`src/hw/rtl/urf_pkg.sv`:
```
`timescale 1ns / 1ps
package urf_pkg;

    typedef enum logic [2:0] {
        CLS_UNDECIDED,
        CLS_ETH_HI,
        CLS_ARP,
        CLS_IPV4,
        CLS_UDP,
        CLS_DROP
    } t_class;

    localparam logic KIND_UDP = 1'b0;
    localparam logic KIND_ARP = 1'b1;

    localparam logic [1:0] REG_LOCAL_IP    = 2'd0;
    localparam logic [1:0] REG_LOCAL_MAC   = 2'd1;
    localparam logic [1:0] REG_LISTEN_PORT = 2'd2;

    localparam logic [15:0] ETYPE_ARP  = 16'h0806;
    localparam logic [15:0] ETYPE_IPV4 = 16'h0800;
    localparam logic [7:0]  PROTO_UDP  = 8'd17;
    localparam logic [15:0] ARPOP_REQ  = 16'd1;
    localparam logic [15:0] ARPOP_REP  = 16'd2;

    localparam int HEADER_BYTES    = 42;
    localparam int ARP_FRAME_BYTES = 42;
    localparam int ARP_STORE_DEPTH = 22;
    localparam int QDEPTH          = 4;
    localparam int QAW             = 2;

    // one queue word: payload byte, or reply command when kind is arp
    typedef struct packed {
        logic [7:0]  data;
        logic        kind;
        logic        last;
        logic [31:0] ip;
        logic [15:0] port;
    } t_entry;

endpackage

```
`src/hw/rtl/urf_front.sv`:
```
`timescale 1ns / 1ps
module urf_front #(
    parameter int MAX_FRAME_BYTES = 2048
) (
    input  logic              i_clk,
    input  logic              i_rst_n,
    input  logic              i_rx_valid,
    output logic              o_rx_ready,
    input  logic [7:0]        i_rx_byte,
    input  logic              i_rx_last,
    input  logic [10:0]       i_buffer_limit,
    input  logic [31:0]       i_local_ip,
    input  logic [15:0]       i_listen_port,
    input  logic              i_full,
    output logic              o_push,
    output urf_pkg::t_entry   o_entry,
    output logic [7:0]        o_snap [urf_pkg::ARP_STORE_DEPTH],
    input  logic              i_arp_done
);
    localparam int OFF_W = $clog2(MAX_FRAME_BYTES);

    logic [OFF_W-1:0]  r_off;
    urf_pkg::t_class   r_class, n_class;
    logic [7:0]        r_store [urf_pkg::ARP_STORE_DEPTH];
    logic [31:0]       r_sip, n_sip;
    logic [15:0]       r_sport, n_sport;
    logic [10:0]       r_cnt, n_cnt;
    logic [10:0]       r_lim;
    logic              r_arp_busy;
    logic              accept;
    logic              arp_fire;
    logic [OFF_W-1:0]  d6, d8, d10;
    logic [10:0]       cnt_inc;
    logic [7:0]        ip_want;
    logic [7:0]        port_want;

    assign o_rx_ready = !i_full && !(r_arp_busy && i_rx_last);
    assign accept     = i_rx_valid && o_rx_ready;
    assign d6  = r_off - OFF_W'(6);
    assign d8  = r_off - OFF_W'(8);
    assign d10 = r_off - OFF_W'(10);
    assign cnt_inc = r_cnt + 11'd1;
    assign ip_want = (r_off == OFF_W'(38)) ? i_local_ip[31:24] :
                     (r_off == OFF_W'(39)) ? i_local_ip[23:16] :
                     (r_off == OFF_W'(40)) ? i_local_ip[15:8]  : i_local_ip[7:0];
    assign port_want = (r_off == OFF_W'(36)) ? i_listen_port[15:8] : i_listen_port[7:0];

    always_comb begin
        n_class = r_class;
        n_sip   = r_sip;
        n_sport = r_sport;
        n_cnt   = r_cnt;
        o_push  = 1'b0;
        o_entry = '0;
        if (r_off == OFF_W'(12)) begin
            n_class = (i_rx_byte == urf_pkg::ETYPE_ARP[15:8]) ? urf_pkg::CLS_ETH_HI
                                                              : urf_pkg::CLS_DROP;
        end else if (r_off == OFF_W'(13)) begin
            if (r_class == urf_pkg::CLS_ETH_HI) begin
                if (i_rx_byte == urf_pkg::ETYPE_ARP[7:0]) begin
                    n_class = urf_pkg::CLS_ARP;
                end else if (i_rx_byte == urf_pkg::ETYPE_IPV4[7:0]) begin
                    n_class = urf_pkg::CLS_IPV4;
                end else begin
                    n_class = urf_pkg::CLS_DROP;
                end
            end
        end else if (r_class == urf_pkg::CLS_ARP) begin
            if (r_off == OFF_W'(20) && i_rx_byte != urf_pkg::ARPOP_REQ[15:8]) begin
                n_class = urf_pkg::CLS_DROP;
            end else if (r_off == OFF_W'(21) && i_rx_byte != urf_pkg::ARPOP_REQ[7:0]) begin
                n_class = urf_pkg::CLS_DROP;
            end else if (r_off >= OFF_W'(38) && r_off <= OFF_W'(41)
                         && i_rx_byte != ip_want) begin
                n_class = urf_pkg::CLS_DROP;
            end
        end else if (r_class == urf_pkg::CLS_IPV4) begin
            if (r_off == OFF_W'(23)) begin
                n_class = (i_rx_byte == urf_pkg::PROTO_UDP) ? urf_pkg::CLS_UDP
                                                            : urf_pkg::CLS_DROP;
            end
        end else if (r_class == urf_pkg::CLS_UDP) begin
            if (r_off >= OFF_W'(26) && r_off <= OFF_W'(29)) begin
                n_sip = {r_sip[23:0], i_rx_byte};
            end else if (r_off == OFF_W'(34) || r_off == OFF_W'(35)) begin
                n_sport = {r_sport[7:0], i_rx_byte};
            end else if (r_off == OFF_W'(36) || r_off == OFF_W'(37)) begin
                if (i_listen_port != 16'd0 && i_rx_byte != port_want) begin
                    n_class = urf_pkg::CLS_DROP;
                end
            end else if (r_off >= OFF_W'(urf_pkg::HEADER_BYTES) && r_cnt < r_lim) begin
                n_cnt        = cnt_inc;
                o_push       = accept;
                o_entry.data = i_rx_byte;
                o_entry.kind = urf_pkg::KIND_UDP;
                o_entry.last = i_rx_last || (cnt_inc == r_lim);
                o_entry.ip   = o_entry.last ? r_sip : 32'd0;
                o_entry.port = o_entry.last ? r_sport : 16'd0;
            end
        end
        arp_fire = 1'b0;
        if (i_rx_last && n_class == urf_pkg::CLS_ARP
            && r_off >= OFF_W'(urf_pkg::ARP_FRAME_BYTES - 1)) begin
            arp_fire     = accept;
            o_push       = accept;
            o_entry      = '0;
            o_entry.kind = urf_pkg::KIND_ARP;
        end
    end

    always_ff @(posedge i_clk) begin
        if (!i_rst_n) begin
            r_off      <= '0;
            r_class    <= urf_pkg::CLS_UNDECIDED;
            r_sip      <= '0;
            r_sport    <= '0;
            r_cnt      <= '0;
            r_lim      <= '0;
            r_arp_busy <= 1'b0;
        end else begin
            if (i_arp_done) begin
                r_arp_busy <= 1'b0;
            end
            if (accept) begin
                if (r_off == '0) begin
                    r_lim <= i_buffer_limit;
                end
                r_sip   <= n_sip;
                r_sport <= n_sport;
                if (arp_fire) begin
                    r_arp_busy <= 1'b1;
                end
                if (i_rx_last) begin
                    r_off   <= '0;
                    r_class <= urf_pkg::CLS_UNDECIDED;
                    r_cnt   <= '0;
                end else begin
                    r_class <= n_class;
                    r_cnt   <= n_cnt;
                    if (r_off < OFF_W'(MAX_FRAME_BYTES - 1)) begin
                        r_off <= r_off + OFF_W'(1);
                    end
                end
            end
        end
    end

    always_ff @(posedge i_clk) begin
        if (accept) begin
            if (r_off >= OFF_W'(6) && r_off <= OFF_W'(11)) begin
                r_store[d6[4:0]] <= i_rx_byte;
            end else if (r_off >= OFF_W'(14) && r_off <= OFF_W'(19)) begin
                r_store[d8[4:0]] <= i_rx_byte;
            end else if (r_off >= OFF_W'(22) && r_off <= OFF_W'(31)) begin
                r_store[d10[4:0]] <= i_rx_byte;
            end
        end
        if (arp_fire) begin
            o_snap <= r_store;
        end
    end

endmodule

```
`src/hw/rtl/urf_queue.sv`:
```
`timescale 1ns / 1ps
module urf_queue (
    input  logic            i_clk,
    input  logic            i_rst_n,
    input  logic            i_push,
    input  urf_pkg::t_entry i_entry,
    output logic            o_full,
    input  logic            i_pop,
    output logic            o_empty,
    output urf_pkg::t_entry o_head
);
    urf_pkg::t_entry          r_mem [urf_pkg::QDEPTH];
    logic [urf_pkg::QAW-1:0]  r_wp, r_rp;
    logic [urf_pkg::QAW:0]    r_cnt;

    assign o_full  = (r_cnt == (urf_pkg::QAW+1)'(urf_pkg::QDEPTH));
    assign o_empty = (r_cnt == '0);
    assign o_head  = r_mem[r_rp];

    always_ff @(posedge i_clk) begin
        if (!i_rst_n) begin
            r_wp  <= '0;
            r_rp  <= '0;
            r_cnt <= '0;
        end else begin
            if (i_push) begin
                r_wp <= r_wp + 1'b1;
            end
            if (i_pop) begin
                r_rp <= r_rp + 1'b1;
            end
            if (i_push && !i_pop) begin
                r_cnt <= r_cnt + 1'b1;
            end else if (!i_push && i_pop) begin
                r_cnt <= r_cnt - 1'b1;
            end
        end
    end

    always_ff @(posedge i_clk) begin
        if (i_push) begin
            r_mem[r_wp] <= i_entry;
        end
    end

endmodule

```
`src/hw/rtl/urf_back.sv`:
```
`timescale 1ns / 1ps
module urf_back (
    input  logic            i_clk,
    input  logic            i_rst_n,
    input  logic            i_empty,
    input  urf_pkg::t_entry i_head,
    output logic            o_pop,
    output logic            o_arp_done,
    input  logic [7:0]      i_snap [urf_pkg::ARP_STORE_DEPTH],
    input  logic [47:0]     i_local_mac,
    input  logic [31:0]     i_local_ip,
    output logic            o_out_valid,
    input  logic            i_out_ready,
    output logic [7:0]      o_out_byte,
    output logic            o_out_kind,
    output logic            o_out_last,
    output logic [31:0]     o_peer_ip,
    output logic [15:0]     o_peer_port
);
    logic [5:0] r_idx;
    logic [7:0] arp_byte;
    logic [2:0] mi;
    logic       adv;
    logic       arp_end;

    always_comb begin
        mi       = 3'd0;
        arp_byte = 8'd0;
        if (r_idx < 6'd6) begin
            arp_byte = i_snap[5'(r_idx)];
        end else if (r_idx < 6'd12) begin
            mi       = 3'(r_idx - 6'd6);
            arp_byte = i_local_mac[8*(5-mi) +: 8];
        end else if (r_idx == 6'd12) begin
            arp_byte = urf_pkg::ETYPE_ARP[15:8];
        end else if (r_idx == 6'd13) begin
            arp_byte = urf_pkg::ETYPE_ARP[7:0];
        end else if (r_idx < 6'd20) begin
            arp_byte = i_snap[5'(r_idx - 6'd8)];
        end else if (r_idx == 6'd20) begin
            arp_byte = urf_pkg::ARPOP_REP[15:8];
        end else if (r_idx == 6'd21) begin
            arp_byte = urf_pkg::ARPOP_REP[7:0];
        end else if (r_idx < 6'd28) begin
            mi       = 3'(r_idx - 6'd22);
            arp_byte = i_local_mac[8*(5-mi) +: 8];
        end else if (r_idx < 6'd32) begin
            mi       = 3'(r_idx - 6'd28);
            arp_byte = i_local_ip[8*(3-mi) +: 8];
        end else begin
            arp_byte = i_snap[5'(r_idx - 6'd20)];
        end
    end

    assign adv        = !o_out_valid || i_out_ready;
    assign arp_end    = (r_idx == 6'(urf_pkg::ARP_FRAME_BYTES - 1));
    assign o_pop      = adv && !i_empty
                        && (i_head.kind == urf_pkg::KIND_UDP || arp_end);
    assign o_arp_done = o_pop && i_head.kind == urf_pkg::KIND_ARP;

    always_ff @(posedge i_clk) begin
        if (!i_rst_n) begin
            o_out_valid <= 1'b0;
            r_idx       <= '0;
        end else if (adv) begin
            o_out_valid <= !i_empty;
            if (!i_empty && i_head.kind == urf_pkg::KIND_ARP) begin
                r_idx <= arp_end ? 6'd0 : r_idx + 6'd1;
            end
        end
    end

    always_ff @(posedge i_clk) begin
        if (adv && !i_empty) begin
            if (i_head.kind == urf_pkg::KIND_ARP) begin
                o_out_byte  <= arp_byte;
                o_out_kind  <= urf_pkg::KIND_ARP;
                o_out_last  <= arp_end;
                o_peer_ip   <= 32'd0;
                o_peer_port <= 16'd0;
            end else begin
                o_out_byte  <= i_head.data;
                o_out_kind  <= urf_pkg::KIND_UDP;
                o_out_last  <= i_head.last;
                o_peer_ip   <= i_head.ip;
                o_peer_port <= i_head.port;
            end
        end
    end

endmodule

```
`src/hw/rtl/udp_rx_filter_arp_responder.sv`:
```
`timescale 1ns / 1ps
// channel | valid       | ready       | word
// rx      | i_rx_valid  | o_rx_ready  | i_rx_byte, i_rx_last, i_buffer_limit
// out     | o_out_valid | i_out_ready | o_out_byte, o_out_kind, o_out_last,
//         |             |             | o_peer_ip, o_peer_port
// cfg     | i_cfg_we    | none        | i_cfg_idx, i_cfg_data
// one rx word per cycle while o_rx_ready is high; payload words pass through the queue, then the output register
// an arp reply leaves as 42 words, one per cycle while i_out_ready is high, from the output stage
// a 4-word queue sits between classifier and output stage
// rx stalls on a full queue, or on a frame's last word while a reply still drains
// reset is synchronous; config registers come up at their reset values
module udp_rx_filter_arp_responder #(
    parameter int MAX_FRAME_BYTES = 2048
) (
    input  logic        i_clk,
    input  logic        i_rst_n,
    input  logic        i_cfg_we,
    input  logic [1:0]  i_cfg_idx,
    input  logic [47:0] i_cfg_data,
    input  logic        i_rx_valid,
    output logic        o_rx_ready,
    input  logic [7:0]  i_rx_byte,
    input  logic        i_rx_last,
    input  logic [10:0] i_buffer_limit,
    output logic        o_out_valid,
    input  logic        i_out_ready,
    output logic [7:0]  o_out_byte,
    output logic        o_out_kind,
    output logic        o_out_last,
    output logic [31:0] o_peer_ip,
    output logic [15:0] o_peer_port
);
    logic [31:0]     r_local_ip;
    logic [47:0]     r_local_mac;
    logic [15:0]     r_listen_port;
    logic            push, pop, full, empty, arp_done;
    urf_pkg::t_entry entry, head;
    logic [7:0]      snap [urf_pkg::ARP_STORE_DEPTH];

    always_ff @(posedge i_clk) begin
        if (!i_rst_n) begin
            r_local_ip    <= 32'hC0A8_0101;
            r_local_mac   <= '0;
            r_listen_port <= '0;
        end else if (i_cfg_we) begin
            unique case (i_cfg_idx)
                urf_pkg::REG_LOCAL_IP:    r_local_ip    <= i_cfg_data[31:0];
                urf_pkg::REG_LOCAL_MAC:   r_local_mac   <= i_cfg_data;
                urf_pkg::REG_LISTEN_PORT: r_listen_port <= i_cfg_data[15:0];
                default: ;
            endcase
        end
    end

    urf_front #(.MAX_FRAME_BYTES(MAX_FRAME_BYTES)) u_front (
        .i_clk, .i_rst_n,
        .i_rx_valid, .o_rx_ready, .i_rx_byte, .i_rx_last, .i_buffer_limit,
        .i_local_ip(r_local_ip), .i_listen_port(r_listen_port),
        .i_full(full), .o_push(push), .o_entry(entry),
        .o_snap(snap), .i_arp_done(arp_done)
    );

    urf_queue u_queue (
        .i_clk, .i_rst_n,
        .i_push(push), .i_entry(entry), .o_full(full),
        .i_pop(pop), .o_empty(empty), .o_head(head)
    );

    urf_back u_back (
        .i_clk, .i_rst_n,
        .i_empty(empty), .i_head(head), .o_pop(pop), .o_arp_done(arp_done),
        .i_snap(snap), .i_local_mac(r_local_mac), .i_local_ip(r_local_ip),
        .o_out_valid, .i_out_ready, .o_out_byte, .o_out_kind, .o_out_last,
        .o_peer_ip, .o_peer_port
    );

endmodule

```
`config.mk`:
```
export PLATFORM = sky130hd
export DESIGN_NAME = udp_rx_filter_arp_responder
export DESIGN_NICKNAME = d
export VERILOG_FILES = /design/src/hw/rtl/urf_pkg.sv /design/src/hw/rtl/urf_front.sv /design/src/hw/rtl/urf_queue.sv /design/src/hw/rtl/urf_back.sv /design/src/hw/rtl/udp_rx_filter_arp_responder.sv
export SDC_FILE = /design/constraint.sdc
export NUM_CORES = 1
export LEC_CHECK = 0
export ABC_AREA = 1
export BUFFER_PORTS_ARGS = -buffer_cell sky130_fd_sc_hd__buf_2
export CORE_AREA = 2 2 324 326
export CTS_BUF_LIST = sky130_fd_sc_hd__clkbuf_16
export CTS_CLUSTER_SIZE = 20
export DETAILED_ROUTE_END_ITERATION = 7
export DIE_AREA = 0 0 326 328
export PLACE_DENSITY = 0.49
export REMOVE_ABC_BUFFERS = 1
export SLEW_MARGIN = 20
export SYNTH_ARGS = -nofsm -noshare
export SYNTH_HDL_FRONTEND = slang
export SYNTH_SLANG_ARGS = --single-unit
```
`constraint.sdc`:
```
create_clock -name i_clk -period 5.9 [get_ports i_clk]
set_input_delay 0.885 -clock i_clk [delete_from_list [all_inputs] [get_ports i_clk]]
set_output_delay 0.885 -clock i_clk [all_outputs]
set_load 0.02 [all_outputs]
```
Word level (Yosys, flattened, before mapping)
Memories as Yosys holds them, arrays and structs flattened. A register that Yosys moved wholly into a read port is not among the register bits.
Cells that the tools add are included.
{"block": "op_classes", "mux": 101, "reduce_logical": 56, "n_eq_ne": 39, "n_lt_le_gt_ge": 28, "n_addsub": 18, "shifts": 3, "bitwise_logic": 12}
{"operator": "2-to-1 mux 58 bit", "n": 10}
{"operator": "bitwise mux 176 bit", "n": 3}
{"operator": "2-to-1 mux 176 bit", "n": 3}
{"operator": "2-to-1 mux 8 bit", "n": 23}
{"operator": "2-to-1 mux 11 bit", "n": 12}
{"operator": "binary-select mux 8 bit (select 5 bit)", "n": 3}
{"operator": "demux 8 bit (select 5 bit)", "n": 3}
{"operator": "variable part select 48 x 33 -> 8 bit", "n": 2}
{"operator": "equality test 11 x 6 -> 1 bit (second input constant)", "n": 7}
{"operator": "2-to-1 mux 3 bit", "n": 20}
{"operator": ">= comparator 6 bit (second input constant)", "n": 6}
{"operator": "NOT 5 -> 6 bit", "n": 6}
{"operator": "equality test 11 x 5 -> 1 bit (second input constant)", "n": 3}
{"operator": ">= comparator 11 x 6 -> 1 bit (second input constant)", "n": 3}
{"operator": "less-or-equal comparator 11 x 5 -> 1 bit (second input constant)", "n": 3}
{"operator": "variable part select 32 x 33 -> 8 bit", "n": 1}
{"operator": "2-to-1 mux 32 bit", "n": 1}
{"operator": "logical AND 1 bit", "n": 24}
{"operator": "adder 11 x 1 -> 11 bit (second input constant)", "n": 2}
{"operator": "equality test 11 x 4 -> 1 bit (second input constant)", "n": 2}
{"operator": ">= comparator 11 x 5 -> 1 bit (second input constant)", "n": 2}
{"operator": "2-to-1 mux 1 bit", "n": 19}
{"operator": "< comparator 6 x 1 -> 1 bit (second input constant)", "n": 3}
{"operator": "2-to-1 mux 16 bit", "n": 1}
{"operator": "other kinds (52)", "n": 95}
{"block": "word_totals", "mem_count": 1, "ram_bits": 232, "inputBits": 75, "out_inout_bits": 60, "regBits": 605}
{"name": "u_queue.r_mem", "words": 4, "word_bits": 58, "read_ports": 1, "rd_clocked_by_memory_dff": 1, "write_ports": 1, "line_no": "urf_queue.sv:12", "source": "urf_pkg::t_entry r_mem [urf_pkg::QDEPTH];"}

Logic depth before layout (Yosys ltp)
{"block": "logic_depth", "ltp_word": 21, "mapped_depth": 31}

Modules after synthesis
From an unflattened synthesis, not the netlist that was laid out.
{"block": "unflattened", "hier_cells": 3825, "area_unflattened_um2": 36899.1}
{"mod": "urf_front", "instances": 1, "area_each_um2": 17626.9, "seq_area_each_um2": 12271.8, "cells_each": 1563}
{"mod": "urf_queue", "instances": 1, "area_each_um2": 9098.7, "seq_area_each_um2": 7146.9, "cells_each": 619}
{"mod": "urf_back", "instances": 1, "area_each_um2": 6193.4, "seq_area_each_um2": 1881.8, "cells_each": 1038}
{"mod": "udp_rx_filter_arp_responder", "instances": 1, "area_each_um2": 3980.1, "seq_area_each_um2": 1921.8, "cells_each": 605}

Worst setup path after synthesis
Ideal clock, no wire load.
{"block": "synth_path", "path_type": "flip-flop to flip-flop", "startpoint": "reg u_front.r_off[0]", "endpoint": "reg u_front.o_snap[0] in the netlist's numbering (enable)", "path_buffers": 2, "required_ns": 5.372, "path_stages_with_launch": 24, "synth_period_minus_slack_ns": 6.398, "setup_slack_ns": -0.498, "arrival_time_ns": 5.870, "cell_sequence": "dfxtp_1 > clkbuf_1 > inv_1 > ha_1 > inv_2 > nor2_4 > nand3_1 > buf_6 > nand2_2 > o21ai_1 > nand2_1 > nand2_1 > nand2_1 > nor2_1 > nand2_1 > nand2_1 > nand2_1 > nand2_1 > nand2_1 > nand3_1 > nand3_2 > nor2_4 > nand3_4 > inv_1"}
{"block": "synth_between", "elab_chain_len": 17, "word_cells_on_any_way": 48}
{"element": "start: declaration", "line_no": "urf_front.sv:22", "source": "logic [OFF_W-1:0] r_off;"}
{"element": "start signal: assignment", "line_no": "urf_front.sv:141", "source": "r_off <= r_off + OFF_W'(1);"}
{"element": "equality test 11 x 6 -> 1 bit", "line_no": "urf_front.sv:46, urf_front.sv:87"}
{"element": "2-to-1 mux 8 bit", "line_no": "urf_front.sv:46", "source": "assign port_want = (r_off == OFF_W'(36)) ? i_listen_port[15:8] : i_listen_port[7:0];"}
{"element": "!= test 8 bit", "line_no": "urf_front.sv:88", "source": "if (i_listen_port != 16'd0 && i_rx_byte != port_want) begin"}
{"element": "logical AND 1 bit", "line_no": "urf_front.sv:88"}
{"element": "2-to-1 mux 3 bit", "line_no": "urf_front.sv:88"}
{"element": "2-to-1 mux 3 bit", "line_no": "urf_front.sv:87", "source": "end else if (r_off == OFF_W'(36) || r_off == OFF_W'(37)) begin"}
{"element": "2-to-1 mux 3 bit", "line_no": "urf_front.sv:85", "source": "end else if (r_off == OFF_W'(34) || r_off == OFF_W'(35)) begin"}
{"element": "2-to-1 mux 3 bit", "line_no": "urf_front.sv:83", "source": "if (r_off >= OFF_W'(26) && r_off <= OFF_W'(29)) begin"}
{"element": "(+2 left out)"}
{"element": "2-to-1 mux 3 bit", "line_no": "urf_front.sv:68", "source": "end else if (r_class == urf_pkg::CLS_ARP) begin"}
{"element": "2-to-1 mux 3 bit", "line_no": "urf_front.sv:58", "source": "end else if (r_off == OFF_W'(13)) begin"}
{"element": "2-to-1 mux 3 bit", "line_no": "urf_front.sv:55", "source": "if (r_off == OFF_W'(12)) begin"}
{"element": "equality test 3 x 2 -> 1 bit", "line_no": "urf_front.sv:102", "source": "if (i_rx_last && n_class == urf_pkg::CLS_ARP"}
{"element": "logical AND 1 bit", "line_no": "urf_front.sv:102"}
{"element": "logical AND 1 bit *", "line_no": "urf_front.sv:103", "source": "&& r_off >= OFF_W'(urf_pkg::ARP_FRAME_BYTES - 1)) begin"}
{"element": "2-to-1 mux 1 bit *", "line_no": "urf_front.sv:102"}
{"element": "via u_front.arp_fire", "line_no": "urf_front.sv:31", "source": "logic arp_fire;"}
{"element": "end signal: assignment", "line_no": "urf_front.sv:159", "source": "o_snap <= r_store;"}
{"element": "end: declaration", "line_no": "urf_front.sv:17", "source": "output logic [7:0] o_snap [urf_pkg::ARP_STORE_DEPTH],"}
The timed path passes the listed nets; every way through them passes the cells marked *.
A chain may end at the register's enable or synchronous reset.

Final worst setup path
{"block": "layout_path", "startpoint": "reg u_front.r_off[0]", "endpoint": "mem u_queue.r_mem[2][0] in the netlist's numbering (enable)"}
{"block": "layout_between", "elab_chain_len": 19, "word_cells_on_any_way": 61}
{"element": "equality test 11 x 6 -> 1 bit", "line_no": "urf_front.sv:46, urf_front.sv:87"}
{"element": "2-to-1 mux 8 bit", "line_no": "urf_front.sv:46"}
{"element": "!= test 8 bit", "line_no": "urf_front.sv:88"}
{"element": "logical AND 1 bit", "line_no": "urf_front.sv:88"}
{"element": "2-to-1 mux 3 bit", "line_no": "urf_front.sv:88"}
{"element": "2-to-1 mux 3 bit", "line_no": "urf_front.sv:87"}
{"element": "2-to-1 mux 3 bit", "line_no": "urf_front.sv:85"}
{"element": "2-to-1 mux 3 bit", "line_no": "urf_front.sv:83"}
{"element": "(+4 left out)"}
{"element": "2-to-1 mux 3 bit", "line_no": "urf_front.sv:55"}
{"element": "equality test 3 x 2 -> 1 bit", "line_no": "urf_front.sv:102"}
{"element": "logical AND 1 bit", "line_no": "urf_front.sv:102"}
{"element": "logical AND 1 bit", "line_no": "urf_front.sv:103"}
{"element": "2-to-1 mux 1 bit *", "line_no": "urf_front.sv:102"}
{"element": "via push", "line_no": "udp_rx_filter_arp_responder.sv:36", "source": "logic push, pop, full, empty, arp_done;"}
{"element": "2-to-1 mux 1 bit *", "line_no": "urf_queue.sv:41", "source": "if (i_push) begin"}
{"element": "2-to-1 mux 1 bit (not written as such) *", "line_no": "urf_queue.sv:42", "source": "r_mem[r_wp] <= i_entry;"}
{"element": "end: declaration", "line_no": "urf_queue.sv:12"}
Marks and branches as above.

==> out/qor.csv <==
stage,metric,value,unit
status,status,finished clean,
floorplan,die height,328,um
floorplan,core area,103200,sq um
clock_tree,worst skew pair latency,0.68,ns
drt,Avg WL per Cell,19.17,um
yosys,post-synthesis mux area share,0,%
layout,final net count,3828,
yosys,sequential area share after synthesis,64.42,%
layout,fraction of layout cells with a size suffix above 1,9.992,%
yosys,simple-gate share of the synthesized area,16.05,%
drt,Met1 Wirelength,45690,um
yosys,top cell type's share of synthesized area,53.48,%
drt,met3 WL,3842,um
yosys,YS warnings,0,
clock_tree,H-Tree Level Count,3,
layout,Final Util,39.83,%
drt,Top Metal Used,met4,
min_path,Hold/Removal Path Class,reg2reg,
timing,Clock Skews,0.03609,ns
timing,fmax,220.4,MHz
clock_tree,Worst-path clk slew,0.07,ns
drt,DR WL met2,46920,um
yosys,Syn Inst Count,3620,
timing,Final Hold Fails,0,
yosys,main combinational cell family by area after synthesis,simple AND/OR/NAND/NOR gates,
power,combinational share of power,18.6,%
yosys,Synth Flop Type,edfxtp_1,
power,Int Pwr,10500,uW
timing,Slew @ Worst Pin,1.090,ns
clock_tree,clock tree buffer depth,3,
place,port bufs,134,
yosys,ranking of synthesized cells by area,"edfxtp_1 (53%), dfxtp_1 (11%), nor2_1 (7.3%)",
yosys,Cell variety after synth,52,
drt,post-route ant nets,0,
yosys,"FFs w/ async S/R, synth",0,%
power,VDD IR max,0.2441,mV
drt,DRT Wirelength,99190,um
run,max-capacitance violation count,0,
yosys,top cell type by total area after synthesis,edfxtp_1,
timing,RSZ-0062 raised after global routing,false,
yosys,Synth Area in Compound Gates,12.36,%
yosys,Post-Syn Area,36050,sq um
drt,First-pass DRT Iterations,6,
floorplan,initial core utilization,34.93,%
global_route,GRT Total Usage,18.38,%
layout,Ant. Diodes,0,
drt,vias per inst,4.997,
global_route,initial antenna violation count,1,
timing,setup TNS,0,ns
worst_setup_path,worst-path maximum fanout,47,
worst_setup_path,Crit. End Element,flop,
clock_tree,number of hold-repair buffers added at the cts stage,0,
clock_tree,CTS Root Cell,clkbuf_16,
power,clock share of power,35.5,%
yosys,number of synthesized flops with an enable pin,642,
yosys,Syn Area/Cell,9.958,sq um
timing,final setup fails,0,
worst_setup_path,Worst EP arrival,4.85,ns
yosys,Synth Area in Adders,1.340,%
place,gpl congestion,0.8908,
worst_setup_path,WS Path Type,reg2reg,
layout,Syn-to-layout area delta,14.04,%
yosys,XOR/XNOR Fraction of Synth Area,0.4859,%
power,sw frac,30.05,%
power,LEAKAGE,0.01514,uW
clock_tree,CTS tree,built,
drt,DRC Markers,0,
floorplan,I/O pin total,135,
drt,Vias,25850,
timing,slew margin rel.,26.84,%
global_route,first-pass GRT wire length,152300,um
worst_setup_path,Critical Path RT,6.21,ns
timing,Tmin final,4.538,ns
yosys,"count leader, synth",nor2_1,
power,Switch Pwr,4511,uW
clock_tree,cts bufs inserted,93,
global_route,largest net degree at the start of global routing,96,
global_route,total gr overflow,0,
timing,Max Slew Vio Count,0,
timing,period utilization,76.91,%
yosys,Commonest cells post-synth,"nor2_1 (698), edfxtp_1 (642), nand2_1 (503)",
place,HPWL after detailed placement,63310,um
global_route,vias in the first global route,24945,
layout,Fillers,10206,
yosys,Yosys reg bits,839,
power,sequential share of power,45.9,%
clock_tree,cts repair resizes,0,
floorplan,FP Rows,118,
clock_tree,post-CTS setup buffers,0,
power,PD cells,365.2,nW/um^2
worst_setup_path,startpoint class of the critical path,flop,
drt,DR iter-0 viols,1880,
clock_tree,clock sink count,839,
floorplan,die area,106900,sq um
floorplan,Die Wd,326,um
-- cell families (layout without fill, tap and decap cells) --
logic type / Yosys count / count (layout)
buffers and inverters: 501 / 674
AO/OA/AOI/OAI: 799 / 799
flip-flops: 839 / 839
adder cells (fa/ha/maj): 38 / 38
XOR/XNOR: 20 / 20
AND/OR/NAND/NOR: 1423 / 1423
-- worst max-delay path: stages, from the launching register on --
cell     delay (ns)
dfxtp_1        0.40
inv_1          0.19
ha_1           0.39
inv_2          0.21
nor2_4         0.23
nand3_1        0.43
nand2_1        0.20
o21ai_2        0.07
xor2_1         0.13
nand2_1        0.07
nor2_1         0.08
nand2_1        0.07
nand2_1        0.06
nand2_1        0.04
nand2_1        0.06
nand2_1        0.05
nand3_1        0.09
nand3_2        0.09
nor2_4         0.15
nand3_4        0.14
nand2_4        0.12
inv_2          0.10
nor2_4         0.37
buf_12         0.35
-- worst paths after layout --
check	depth (start not counted)	endpoint	startpoint	slack [ns]
min	0	u_front.o_snap[27]	u_front.r_store[27]	0.40
max reg2reg	23	u_queue.r_mem[2][0]	u_front.r_off[0]	1.36
max	23	u_queue.r_mem[2][0]	u_front.r_off[0]	1.36
min reg2reg	0	u_front.o_snap[27]	u_front.r_store[27]	0.40
-- routing by layer --
layer  vias to the layer above  GRT usage (%)
met5                         -              0
met4                         0          6.061
met3                       141          2.083
met2                       549          30.29
met1                     12536          25.28
li1                      12624              -
-- per-stage QoR --
step / hold WS (ns) / total power [uW] / setup WS, ns / std cells / cell area (sq um)
floorplan: 0.4003 / 8749 / -0.5517 / 3419 / 35250
global placement: 0.4008 / 9853 / 1.309 / 5000 / 38300
detailed placement: 0.4045 / 9857 / 1.236 / 5000 / 38300
CTS: 0.3799 / 15230 / 1.349 / 5173 / 41110
global route: 0.4166 / 15740 / 1.000 / 5173 / 41110
finish: 0.4021 / 15010 / 1.362 / 5173 / 41110
-- sequential cells by signal, summed over array words and instances, names as in the netlist, 32 cells and up, named ones only --
name              cells
u_front.r_sip        32
u_queue.r_mem       232
r_local_ip           32
r_local_mac          48
u_front.o_snap      176
u_front.r_store     176
u_back.o_peer_ip     32
-- cells in the final DEF (no fill, tap or decap), types with 8 or more instances in the layout --
master     instances
a21oi_1          177
a31oi_1            9
a32o_1            29
buf_2            133
buf_4             61
clkbuf_16         94
clkinv_1          31
clkinv_2          13
dfxtp_1          193
edfxtp_1         642
ha_1              37
inv_1            306
inv_2             16
nand2_1          501
nand3_1          112
nand4_1           11
nor2_1           696
nor2_4            10
nor3_1            53
nor3b_1           15
o211ai_1          19
o21ai_0          432
o21ai_1           18
o22a_1             8
o22ai_1           69
xor2_1            15
-- cell type report --
type,instances,area [sq um],share of cell area [%]
Clock inverter,79,454.2,1.105
Clock buffer,94,2352,5.722
Tap cell,1380,1727,4.200
Inverter,300,1134,2.758
Multi-Input combinational cell,2280,10950,26.63
Sequential cell,839,23230,56.52
Timing Repair Buffer,201,1264,3.074
-- power by group through the flow --
stage | Combinational [uW] | Sequential [uW] | Clock, uW
floorplan | 1380 | 7370 | 0
CTS | 2850 | 6890 | 5490
global route | 3130 | 6920 | 5700
global placement | 2840 | 7010 | 0
detailed placement | 2840 | 7010 | 0
finish | 2790 | 6880 | 5340
(Power assumes the default switching activity.)
